===== src/rtl/core/kmpd_pkg.sv =====
// Shared types and constants of the keypad matrix press detector.
// Used by every module under rtl/core; depends on nothing.

package kmpd_pkg;

	localparam int MAX_COLUMNS = 8;
	localparam int MAX_ROWS    = 8;

	// Columns actually scanned: bounded by the build limit and the sample width.
	localparam int SCAN_COLS = (MAX_COLUMNS < 8) ? MAX_COLUMNS : 8;
	localparam int ROWS_USED = (MAX_ROWS < 8) ? MAX_ROWS : 8;
	localparam int ROW_W     = (ROWS_USED > 1) ? $clog2(ROWS_USED) : 1;
	localparam int COL_W     = (SCAN_COLS > 1) ? $clog2(SCAN_COLS) : 1;

	// Two event slots per column: release/press-start first, long press second.
	localparam int SLOTS  = 2 * SCAN_COLS;
	localparam int SLOT_W = $clog2(SLOTS);

	localparam int QDEPTH = 2;
	localparam int QPTR_W = (QDEPTH > 1) ? $clog2(QDEPTH) : 1;
	localparam int QCNT_W = $clog2(QDEPTH + 1);

	localparam logic [7:0] LONG_PRESS_RESET = 8'd50;

	typedef logic [1:0] cfg_index_t;
	localparam cfg_index_t REG_SCAN_ENABLE      = 2'd0;
	localparam cfg_index_t REG_COLUMN_COUNT     = 2'd1;
	localparam cfg_index_t REG_ROW_COUNT        = 2'd2;
	localparam cfg_index_t REG_LONG_PRESS_TICKS = 2'd3;

	typedef enum logic [1:0] {
		EV_START = 2'd0,
		EV_SHORT = 2'd1,
		EV_LONG  = 2'd2
	} event_kind_t;

	typedef struct packed {
		logic [2:0] row_index;
		logic [7:0] column_pressed;
	} sample_t;

	typedef struct packed {
		event_kind_t event_kind;
		logic [5:0]  key_number;
		logic        last_event;
	} result_t;

	// Work left for one row sample: pending event slots and what they need.
	typedef struct packed {
		logic [SLOTS-1:0]     slot_mask;
		logic [SCAN_COLS-1:0] pressed;
		logic [5:0]           key_base;
	} desc_t;

	typedef struct packed {
		logic  push;
		desc_t data;
	} qwr_t;

endpackage


===== src/rtl/core/kmpd_front.sv =====
// Front end: configuration registers, per-key hold counters and event classification.
// Depends on kmpd_pkg.

module kmpd_front (
	input  logic                 clk,
	input  logic                 arst_n,
	input  logic                 cfg_valid,
	output logic                 cfg_ready,
	input  kmpd_pkg::cfg_index_t cfg_index,
	input  logic [7:0]           cfg_data,
	input  logic                 push,
	output logic                 full,
	input  kmpd_pkg::sample_t    sample,
	input  logic                 q_full,
	output kmpd_pkg::qwr_t       q_wr
);

	logic       scan_enable_q;
	logic [3:0] column_count_q;
	logic [3:0] row_count_q;
	logic [7:0] long_press_ticks_q;

	// One word per row, holding the counters of all its columns.
	logic [kmpd_pkg::SCAN_COLS-1:0][7:0] cnt_q [kmpd_pkg::ROWS_USED];

	logic [kmpd_pkg::ROW_W-1:0]          row_sel;
	logic                                row_ok;
	logic                                hit;
	logic [7:0]                          thr;
	logic [7:0]                          thr_m1;
	logic [7:0]                          cnt_cur [kmpd_pkg::SCAN_COLS];
	logic [7:0]                          cnt_inc [kmpd_pkg::SCAN_COLS];
	logic [kmpd_pkg::SCAN_COLS-1:0][7:0] cnt_nxt;
	logic [kmpd_pkg::SCAN_COLS-1:0]      ev_first;
	logic [kmpd_pkg::SCAN_COLS-1:0]      ev_long;
	logic [kmpd_pkg::SCAN_COLS-1:0]      pressed;
	logic [kmpd_pkg::SLOTS-1:0]          mask;
	logic [5:0]                          base_prod;

	assign cfg_ready = 1'b1;
	assign full      = q_full;

	always_ff @(posedge clk or negedge arst_n) begin
		if (!arst_n) begin
			scan_enable_q      <= 1'b0;
			column_count_q     <= 4'd0;
			row_count_q        <= 4'd0;
			long_press_ticks_q <= kmpd_pkg::LONG_PRESS_RESET;
		end else if (cfg_valid) begin
			case (cfg_index)
				kmpd_pkg::REG_SCAN_ENABLE:      scan_enable_q      <= cfg_data[0];
				kmpd_pkg::REG_COLUMN_COUNT:     column_count_q     <= cfg_data[3:0];
				kmpd_pkg::REG_ROW_COUNT:        row_count_q        <= cfg_data[3:0];
				kmpd_pkg::REG_LONG_PRESS_TICKS: long_press_ticks_q <= cfg_data;
				default: begin
				end
			endcase
		end
	end

	assign row_sel = sample.row_index[kmpd_pkg::ROW_W-1:0];
	assign row_ok  = ({1'b0, sample.row_index} < row_count_q) &&
		({1'b0, sample.row_index} < 4'(kmpd_pkg::ROWS_USED));
	assign hit     = push && !q_full && scan_enable_q && row_ok;

	// A threshold of zero behaves as one.
	assign thr    = (long_press_ticks_q == 8'd0) ? 8'd1 : long_press_ticks_q;
	assign thr_m1 = thr - 8'd1;

	always_comb begin
		for (int x = 0; x < kmpd_pkg::SCAN_COLS; x++) begin
			cnt_cur[x] = cnt_q[row_sel][x];
			pressed[x] = sample.column_pressed[x];
			cnt_inc[x] = (cnt_cur[x] < thr_m1) ? cnt_cur[x] + 8'd1 : cnt_cur[x];
			if (column_count_q <= 4'(x)) begin
				ev_first[x] = 1'b0;
				ev_long[x]  = 1'b0;
				cnt_nxt[x]  = cnt_cur[x];
			end else if (!pressed[x]) begin
				ev_first[x] = (cnt_cur[x] != 8'd0) && (cnt_cur[x] < thr);
				ev_long[x]  = 1'b0;
				cnt_nxt[x]  = 8'd0;
			end else begin
				ev_first[x] = (cnt_cur[x] == 8'd0);
				ev_long[x]  = (cnt_inc[x] == thr_m1);
				cnt_nxt[x]  = ev_long[x] ? cnt_inc[x] + 8'd1 : cnt_inc[x];
			end
			mask[2*x]   = ev_first[x];
			mask[2*x+1] = ev_long[x];
		end
	end

	// Only the low six bits of the key number are kept.
	assign base_prod = 6'(sample.row_index) * 6'(column_count_q);

	always_ff @(posedge clk or negedge arst_n) begin
		if (!arst_n) begin
			for (int r = 0; r < kmpd_pkg::ROWS_USED; r++) begin
				cnt_q[r] <= '0;
			end
		end else if (hit) begin
			cnt_q[row_sel] <= cnt_nxt;
		end
	end

	// Samples that cause no event leave nothing for the back end.
	assign q_wr.push           = hit && (|mask);
	assign q_wr.data.slot_mask = mask;
	assign q_wr.data.pressed   = pressed;
	assign q_wr.data.key_base  = base_prod;

endmodule


===== src/rtl/core/kmpd_queue.sv =====
// Short descriptor queue between the front end and the event serializer.
// Depends on kmpd_pkg.

module kmpd_queue (
	input  logic            clk,
	input  logic            arst_n,
	input  kmpd_pkg::qwr_t  wr,
	output logic            q_full,
	input  logic            rd_pop,
	output logic            q_empty,
	output kmpd_pkg::desc_t rd_data
);

	kmpd_pkg::desc_t               mem_q [kmpd_pkg::QDEPTH];
	logic [kmpd_pkg::QPTR_W-1:0]   wr_ptr_q;
	logic [kmpd_pkg::QPTR_W-1:0]   rd_ptr_q;
	logic [kmpd_pkg::QCNT_W-1:0]   count_q;
	logic                          do_wr;
	logic                          do_rd;

	assign q_full  = (count_q == kmpd_pkg::QCNT_W'(kmpd_pkg::QDEPTH));
	assign q_empty = (count_q == '0);
	assign do_wr   = wr.push && !q_full;
	assign do_rd   = rd_pop && !q_empty;
	assign rd_data = mem_q[rd_ptr_q];

	always_ff @(posedge clk) begin
		if (do_wr) begin
			mem_q[wr_ptr_q] <= wr.data;
		end
	end

	always_ff @(posedge clk or negedge arst_n) begin
		if (!arst_n) begin
			wr_ptr_q <= '0;
			rd_ptr_q <= '0;
			count_q  <= '0;
		end else begin
			if (do_wr) begin
				wr_ptr_q <= (wr_ptr_q == kmpd_pkg::QPTR_W'(kmpd_pkg::QDEPTH - 1)) ?
					'0 : wr_ptr_q + 1'b1;
			end
			if (do_rd) begin
				rd_ptr_q <= (rd_ptr_q == kmpd_pkg::QPTR_W'(kmpd_pkg::QDEPTH - 1)) ?
					'0 : rd_ptr_q + 1'b1;
			end
			if (do_wr && !do_rd) begin
				count_q <= count_q + 1'b1;
			end else if (do_rd && !do_wr) begin
				count_q <= count_q - 1'b1;
			end
		end
	end

endmodule


===== src/rtl/core/kmpd_back.sv =====
// Back end: walks the pending event slots of one row sample into the result register,
// one event a cycle while the result is free or popped. Depends on kmpd_pkg.

module kmpd_back (
	input  logic              clk,
	input  logic              arst_n,
	input  logic              q_empty,
	input  kmpd_pkg::desc_t   q_data,
	output logic              q_pop,
	output logic              empty,
	input  logic              pop,
	output kmpd_pkg::result_t result
);

	kmpd_pkg::desc_t               cur_q;
	logic [kmpd_pkg::SLOTS-1:0]    mask_q;
	kmpd_pkg::result_t             out_q;
	logic                          out_valid_q;

	logic [kmpd_pkg::SLOT_W-1:0]   sel;
	logic [kmpd_pkg::COL_W-1:0]    col;
	logic [kmpd_pkg::SLOTS-1:0]    remaining;
	logic                          advance;
	logic                          fire;
	logic                          need_load;
	kmpd_pkg::event_kind_t         kind;

	// Lowest pending slot goes first.
	always_comb begin
		sel = '0;
		for (int i = kmpd_pkg::SLOTS - 1; i >= 0; i--) begin
			if (mask_q[i]) begin
				sel = kmpd_pkg::SLOT_W'(i);
			end
		end
	end

	assign col       = kmpd_pkg::COL_W'(sel >> 1);
	assign remaining = mask_q & ~(kmpd_pkg::SLOTS'(1) << sel);
	assign advance   = !out_valid_q || pop;
	assign fire      = (|mask_q) && advance;
	assign need_load = !(|mask_q) || (fire && !(|remaining));
	assign q_pop     = need_load && !q_empty;

	always_comb begin
		if (sel[0]) begin
			kind = kmpd_pkg::EV_LONG;
		end else if (cur_q.pressed[col]) begin
			kind = kmpd_pkg::EV_START;
		end else begin
			kind = kmpd_pkg::EV_SHORT;
		end
	end

	always_ff @(posedge clk) begin
		if (q_pop) begin
			cur_q <= q_data;
		end
		if (fire) begin
			out_q.event_kind <= kind;
			out_q.key_number <= cur_q.key_base + 6'(col);
			out_q.last_event <= !(|remaining);
		end
	end

	always_ff @(posedge clk or negedge arst_n) begin
		if (!arst_n) begin
			mask_q      <= '0;
			out_valid_q <= 1'b0;
		end else begin
			if (q_pop) begin
				mask_q <= q_data.slot_mask;
			end else if (fire) begin
				mask_q <= remaining;
			end
			if (fire) begin
				out_valid_q <= 1'b1;
			end else if (pop) begin
				out_valid_q <= 1'b0;
			end
		end
	end

	assign empty  = !out_valid_q;
	assign result = out_q;

endmodule


===== src/rtl/core/keypad_matrix_press_detector.sv =====
// Top level of the keypad matrix press detector.
// Depends on kmpd_pkg, kmpd_front, kmpd_queue and kmpd_back.
//
// Usage:
//   Row samples enter as a queue push: one beat is taken when push is high and
//   full is low. Events leave as a queue pop: while empty is low the oldest event
//   sits on result, and a beat is taken when pop is high.
//   Configuration writes (scan_enable, column_count, row_count, long_press_ticks
//   at indexes 0..3) are taken on any cycle with cfg_valid high; cfg_ready is
//   always high. Write them only while no events are in flight.
// Timing:
//   The first event of a sample passes through the descriptor queue and the serializer's
//   slot mask register into the result register. The event serializer drives one event
//   per cycle while the receiver keeps popping; a sample causes at most 16 events. Samples
//   causing no event are absorbed at one per cycle while full is low. The front end takes a
//   sample every cycle as long as the two-entry descriptor queue has room.
// Reset:
//   All hold counters clear, the block comes up disabled with no rows or columns
//   and a long-press threshold of 50. When the receiver stalls, the result holds,
//   the serializer stops, the queue fills and full rises.

module keypad_matrix_press_detector (
	input  logic                 clk,
	input  logic                 arst_n,
	input  logic                 push,
	output logic                 full,
	input  kmpd_pkg::sample_t    sample,
	output logic                 empty,
	input  logic                 pop,
	output kmpd_pkg::result_t    result,
	input  logic                 cfg_valid,
	output logic                 cfg_ready,
	input  kmpd_pkg::cfg_index_t cfg_index,
	input  logic [7:0]           cfg_data
);

	kmpd_pkg::qwr_t  q_wr;
	logic            q_full;
	logic            q_empty;
	logic            q_pop;
	kmpd_pkg::desc_t q_data;

	kmpd_front u_front (
		.clk       (clk),
		.arst_n    (arst_n),
		.cfg_valid (cfg_valid),
		.cfg_ready (cfg_ready),
		.cfg_index (cfg_index),
		.cfg_data  (cfg_data),
		.push      (push),
		.full      (full),
		.sample    (sample),
		.q_full    (q_full),
		.q_wr      (q_wr)
	);

	kmpd_queue u_queue (
		.clk     (clk),
		.arst_n  (arst_n),
		.wr      (q_wr),
		.q_full  (q_full),
		.rd_pop  (q_pop),
		.q_empty (q_empty),
		.rd_data (q_data)
	);

	kmpd_back u_back (
		.clk     (clk),
		.arst_n  (arst_n),
		.q_empty (q_empty),
		.q_data  (q_data),
		.q_pop   (q_pop),
		.empty   (empty),
		.pop     (pop),
		.result  (result)
	);

endmodule


===== config.mk =====
export PLATFORM = sky130hd
export DESIGN_NAME = keypad_matrix_press_detector
export DESIGN_NICKNAME = d
export VERILOG_FILES = /design/src/rtl/core/kmpd_pkg.sv /design/src/rtl/core/kmpd_front.sv /design/src/rtl/core/kmpd_queue.sv /design/src/rtl/core/kmpd_back.sv /design/src/rtl/core/keypad_matrix_press_detector.sv
export SDC_FILE = /design/constraint.sdc
export NUM_CORES = 1
export LEC_CHECK = 0
export BUFFER_PORTS_ARGS = -buffer_cell sky130_fd_sc_hd__buf_2
export CAP_MARGIN = 20
export CORE_MARGIN = 3
export CORE_UTILIZATION = 40
export CTS_BUF_LIST = sky130_fd_sc_hd__clkbuf_8
export DETAILED_ROUTE_END_ITERATION = 6
export GPL_TIMING_DRIVEN = 0
export HOLD_SLACK_MARGIN = 0.12
export RECOVER_POWER = 100
export REMOVE_ABC_BUFFERS = 1
export SYNTH_ARGS = -nofsm -noshare
export SYNTH_HDL_FRONTEND = slang
export SYNTH_HIERARCHICAL = 1
export SYNTH_SLANG_ARGS = --single-unit

===== constraint.sdc =====
create_clock -name clk -period 7.1 [get_ports clk]
set_input_delay 0.355 -clock clk [delete_from_list [all_inputs] [get_ports clk]]
set_output_delay 0.355 -clock clk [all_outputs]
set_load 0.05 [all_outputs]

==> flow_summary.ini, run 1 <==
[setup_path]
crit_slowest_cell = and3_4
worstSetupStartpointType = register
path_depth = 20
crit_top_cell = o21a_1
critical_path.cell_chain = inv_1, and3_1, o21ai_2, buf_8, clkinvlp_4, buf_4, ha_1, o21a_1, o21a_1, o21a_1, a221o_1, a311oi_2, nand2_1, xnor2_1, or4_4, nor4_4, and3_1, nor3_1, a21oi_1, and3_4
reg2reg_to = u_queue/mem_q[1][15]
worstReg2RegStart = u_front/long_press_ticks_q[2]
end_kind = register
r2r_cells = 20
critPathMaxFanout = 30
startpoint = u_front/long_press_ticks_q[2]
path_delay_family = simple AND/OR/NAND/NOR gates
max_stage_delay_ps = 550
critPathArrivalTime_ps = 7220
rrSetupSlack_ps = 220
worstSetupEndpoint = u_queue/mem_q[1][15]
crit_type = register to register
cp.required_ps = 7430
path_buf_inv = 4

[synthesis]
yosysMostFrequentCell = nand2_1
seq_area_frac_synth_pct = 43.6
yosys-top-cells-count = 646 x nand2_1, 547 x dfrtp_1, 427 x o21ai_0
syn_area_um2 = 37300
synth.largest_area_cell = dfrtp_1
synth.distinct_cells = 118
syn_area_per_cell_um2 = 9.64
synth_cells = 3871
ys_warn_count = 6
synth_top_area_share_pct = 36.7
synth-edff-count = 83
ys_async_sr_fraction_pct = 86.9
synth_ff_type = dfrtp_1
yosys-top-cells-area = dfrtp_1 37%, edfxtp_1 6.7%, nand2_1 6.5%
ys_seq_elements = 633

[clock_tree]
cts.sinks = 633
cts_tree = built
cts-root-buf = clkbuf_8
numCtsBuffers = 108
htree_levels = 3
insertion_delay_ps = 750
clkTransAtPathRegs_ps = 60
cts_buffer_depth = 3

[route]
avgViaCountPerCell = 5.77
drtIter0Drc = 2636
vias = 29900
wl_per_cell_um = 21.8
ant_nets = 0
dr.pass1.iters = 7
wirelength_um = 113000
route.detailed.drc = 11

[pwr]
internal_power_mw = 7.77
pwr-share-seq_pct = 38.2
ir_drop_mv = 0.130
p_sw_mw = 4.69
powerDensity_nw_per_um2 = 302
p_leak_nw = 17.7
clockPowerShare_pct = 26.6
comb_power_share_pct = 35.2
sw_frac_of_total_pct = 37.7

[global_routing]
grt_pass1_vias = 29000
grt_max_degree = 121
grt_pass1_wl_um = 175000
gr-usage-all-layers_pct = 22.9
antenna_found_initial = 1
grt_overflow = 0

[placement]
port_buffers = 36
place.gp.congestion = 0.898
hpwl_um = 72700
dp_slack_ps = -1700

[cells_and_area]
post-route-util_pct = 44.8
drive_above_1_share_pct = 12.3
nNetsFinal = 4012
area_growth_pct = 10.5

[timing]
min_period_ps = 6880
hold_viol_final = 0
worst_pin_slew_ps = 3410
skew_ps = 65.6
fin_setup_tns_ps = 0
setup_viol = 0
finalCritPeriodShare_pct = 97.0
fmax_mhz = 145
timing.final.max_slew_violations = 330
setup_ws_ps = 216
slew_headroom_pct = -128
rsz0062_at_grt = yes

[worst_hold_path]
min_path_type = input port to register

[die]
start_util_pct = 40.5
core_um2 = 92100
ios = 38
fp.dieH_um = 311
floorplan.die.width_um = 311
core.rowCount = 111
dieArea_um2 = 97000

[run_status]
violations = DRC, capacitance limit, slew limit
outcome = complete, but fails checks

[flow_run]
max_cap_violations = 5
[power by group through the flow]
stage / Clock, mW / Sequential (mW) / Combinational [mW]
floorplan: 0 / 4.80 / 2.97
global placement: 0 / 4.83 / 4.18
detailed placement: 0 / 4.81 / 4.31
CTS: 3.42 / 4.75 / 4.37
global route: 3.59 / 4.82 / 4.83
finish: 3.32 / 4.76 / 4.39
[worst min-delay path by stage]
stage                                   from                             to  cells after the start
after CTS                             arst_n              u_front/cnt_q[67]                      2
final                            cfg_data[5]  u_front/long_press_ticks_q[5]                      3
after global placement    u_front/cnt_q[165]             u_front/cnt_q[165]                      2
after global routing             cfg_data[5]  u_front/long_press_ticks_q[5]                      3
after detailed placement              arst_n             u_back/out_valid_q                      1
after floorplan                       arst_n               u_back/mask_q[0]                      0
[layer usage]
layer | share of wire (%) | up-vias | track usage, %
li1 | - | 14000 | -
met1 | 45 | 14600 | 32.0
met2 | 45 | 1046 | 36.1
met3 | 6.9 | 238 | 3.99
met4 | 3.3 | 0 | 7.34
met5 | 0 | - | 0
[worst reg2reg max path, delay by kind of cell, from the launching register on]
kind / cells / cell delay (ps)
adder cells (fa/ha/maj): 1 / 290
buffers and inverters: 4 / 980
AO/OA/AOI/OAI: 7 / 2020
AND/OR/NAND/NOR: 7 / 2510
XOR/XNOR: 1 / 180
flip-flops: 1 / 520
[final cells by class]
| type | instances | area [µm²] |
|---|---|---|
| clock buffer | 136 | 1870 |
| fill | 8861 | 50800 |
| inverter | 113 | 442 |
| clock inverter | 61 | 322 |
| multi-input combinational | 2889 | 19600 |
| timing repair buffer | 107 | 1200 |
| tap | 1243 | 1560 |
| antenna | 2 | 5.00 |
| sequential | 633 | 16300 |
[what timing repair did]
action                     4_1_cts  5_1_grt
setup buffers                    7        2
hold buffers                    21        0
setup endpoints to repair      334       73
gates cloned                     1        1
pin swaps                        3        1
resized for setup               12       10
hold endpoints to repair       134        0
[through the flow]
step                      cells  total power, mW  area [µm²]  hold slack (ps)
final                      5184             12.5       41200              425
after global routing       5183             13.2       41200              401
after global placement     4913             9.01       37900              455
after floorplan            3634             7.77       36100             59.4
after CTS                  5177             12.5       41300              150
after detailed placement   4951             9.12       38800              337
[layout by cell type, fill, tap and decap left out, types with 70 or more instances in the layout]
master,synthesis,final
mux4_2,70,70
dfrtp_1,547,546
o21ai_1,130,128
clkbuf_8,0,137
ha_1,130,130
a21oi_1,137,136
inv_1,91,124
xnor2_1,116,116
o21ai_0,427,427
nor2_1,211,205
mux2i_1,104,103
edfxtp_1,83,83
nand2_1,646,637
[cell families after synthesis]
family | synth area share, %
simple gates | 15.6
compound gates | 18.3
flops | 43.6
buf+inv | 4.27
mux | 10.1
fa+ha+maj | 4.76
xor+xnor | 3.34
other cells | 0.0101
[sequential cells by signal, indices dropped and copies added (netlist names), 2 cells and up]
register                    count
u_back/result                   9
u_back/mask_q                  16
u_queue/count_q                 2
u_queue/mem_q                  60
u_front/row_count_q             4
u_front/column_count_q          4
u_back/cur_q                   14
u_front/cnt_q                 512
u_front/long_press_ticks_q      8
No activity file was read; power rests on OpenSTA's default activity.
==> inputs of run 2 (changes only) <==
--- a/config.mk
+++ b/config.mk
@@ -7,7 +7,7 @@
 export LEC_CHECK = 0
 export BUFFER_PORTS_ARGS = -buffer_cell sky130_fd_sc_hd__buf_2
 export CAP_MARGIN = 20
-export CORE_MARGIN = 3
+export CORE_MARGIN = 1
 export CORE_UTILIZATION = 40
 export CTS_BUF_LIST = sky130_fd_sc_hd__clkbuf_8
 export DETAILED_ROUTE_END_ITERATION = 6
==> flow_summary.ini, run 2 (synthesized netlist as in run 1, its figures left out) <==
[timing]
skew_ps = 63.1
rsz0062_at_grt = no
setup_ws_ps = 261
fin_setup_tns_ps = 0
finalCritPeriodShare_pct = 96.3
hold_viol_final = 0
timing.final.max_slew_violations = 321
slew_headroom_pct = -130
whs_ps = 284
worst_pin_slew_ps = 3440
min_period_ps = 6840
fmax_mhz = 146
setup_viol = 0

[setup_path]
path_buf_inv = 2
cp.required_ps = 7460
critical_path.cell_chain = inv_1, a2111oi_2, nor2_1, buf_16, maj3_1, or3_1, a21oi_1, o22ai_1, nor4_4, nand2_1, nor2_1, nor4_1, a21oi_1, and3_4
max_stage_delay_ps = 940
worstSetupStartpointType = register
crit_type = register to register
critPathArrivalTime_ps = 7200
critPathMaxFanout = 30
path_delay_family = simple AND/OR/NAND/NOR gates
crit_slowest_cell = a2111oi_2
end_kind = register

[cells_and_area]
regArea_um2 = 16300
largest_reg_flops = 512
nNetsFinal = 4013
final_common_cell = nand2_1
largest_register = u_front/cnt_q
multi_input_area_um2 = 19500
drive_above_1_share_pct = 12.0
top_regs = u_front/cnt_q x512, u_queue/mem_q x60, u_back/mask_q x16
area_growth_pct = 10.4
layout_common_cells = 637 x nand2_1, 547 x dfrtp_1, 539 x o21ai_0
nFillCells = 8921
design_area_um2 = 41200

[global_routing]
grt_pass1_vias = 29100
grt_max_degree = 120
antenna_found_initial = 2
gr-usage-all-layers_pct = 24.2
grt_pass1_wl_um = 177000
grt_overflow = 0

[pwr]
ir_drop_mv = 0.141
powerDensity_nw_per_um2 = 305
p_leak_nw = 17.7

[die]
core.rowCount = 111
floorplan.die.width_um = 307
ios = 38
fp.dieH_um = 307
dieArea_um2 = 94500
core_um2 = 92100
start_util_pct = 40.5

[placement]
hpwl_um = 74000
place.gp.congestion = 0.941
dpl_cell_area_um2 = 38800
port_buffers = 36
dp_slack_ps = -1590

[route]
drtIter0Drc = 2641
vias = 29900
avgViaCountPerCell = 5.77
wirelength_um = 114000
route.detailed.drc = 0
dr.pass1.iters = 5
wl_per_cell_um = 21.9
ant_nets = 0

[run_status]
violations = capacitance limit, slew limit
outcome = complete, but fails checks

[clock_tree]
clkTransAtPathRegs_ps = 60
cts-root-buf = clkbuf_8
insertion_delay_ps = 760
cts.sinks = 633
cts_tree = built
htree_levels = 3
cts_buffer_depth = 3
numCtsBuffers = 109

[worst_hold_path]
min_path_type = input port to register

[flow_run]
max_cap_violations = 6
## run 2: worst paths after layout
path                                               start                    to  slack [ps]  depth (start not counted)
hold / removal                                 sample[8]   u_queue/mem_q[1][0]         280                          2
hold reg to reg                       u_front/cnt_q[337]    u_front/cnt_q[337]         470                          2
setup reg to reg           u_front/long_press_ticks_q[6]  u_queue/mem_q[1][15]         260                         14
setup / recovery           u_front/long_press_ticks_q[6]  u_queue/mem_q[1][15]         260                         14
max in group asynchronous                         arst_n    u_front/cnt_q[188]        1190                          4
min in group asynchronous                         arst_n    u_front/cnt_q[265]        1350                          2
## run 2: area by class of cell
class / count / share of cell area, %
Antenna cell: 5 / 0.0304
Clock buffer: 135 / 4.51
Clock inverter: 59 / 0.969
Inverter: 113 / 1.08
Multi-Input combinational cell: 2889 / 47.3
Sequential cell: 633 / 39.5
Tap cell: 1243 / 3.78
Timing Repair Buffer: 107 / 2.88
## run 2: where the power goes
| part | total, mW | internal [mW] | leakage, nW | switching [mW] |
|---|---|---|---|---|
| registers | 4.75 | 4.35 | 8.23 | 0.399 |
| clock network | 3.46 | 1.89 | 1.27 | 1.57 |
| logic | 4.36 | 1.62 | 8.21 | 2.74 |
| total | 12.6 | 7.86 | 17.7 | 4.71 |
## run 2: metal layers
| metal | GRT usage, % | part of all wire [%] | up-vias |
|---|---|---|---|
| met1 | 34.2 | 45 | 14600 |
| met5 | 0 | 0 | - |
| met4 | 8.86 | 3.4 | 0 |
| li1 | - | - | 14000 |
| met3 | 3.06 | 6.7 | 242 |
| met2 | 38.0 | 45 | 1086 |
## run 2: timing repair
action	4_1_cts	5_1_grt
resized for setup	14	16
hold endpoints to repair	231	0
hold buffers	21	0
pin swaps	2	1
buffers inserted	5	2
gates cloned	1	0
setup endpoints to repair	274	95
## run 2: worst reg2reg max path, cell delays in order, from the launching register on
cell and delay, ps:
dfrtp_1 570, inv_1 480, a2111oi_2 950, nor2_1 530
buf_16 310, maj3_1 380, or3_1 490, a21oi_1 470
o22ai_1 220, nor4_4 430, nand2_1 190, nor2_1 460
nor4_1 100, a21oi_1 310, and3_4 550
## run 2: stage by stage
| stage | total power, mW | cells | util, % |
|---|---|---|---|
| 4_1_cts | 12.7 | 5174 | 45.0 |
| 3_3_place_gp | 9.00 | 4913 | 41.1 |
| 5_1_grt | 13.3 | 5182 | 44.7 |
| 3_5_place_dp | 9.14 | 4953 | 42.2 |
| 2_1_floorplan | 7.77 | 3634 | - |
| 6_report | 12.6 | 5184 | 44.7 |
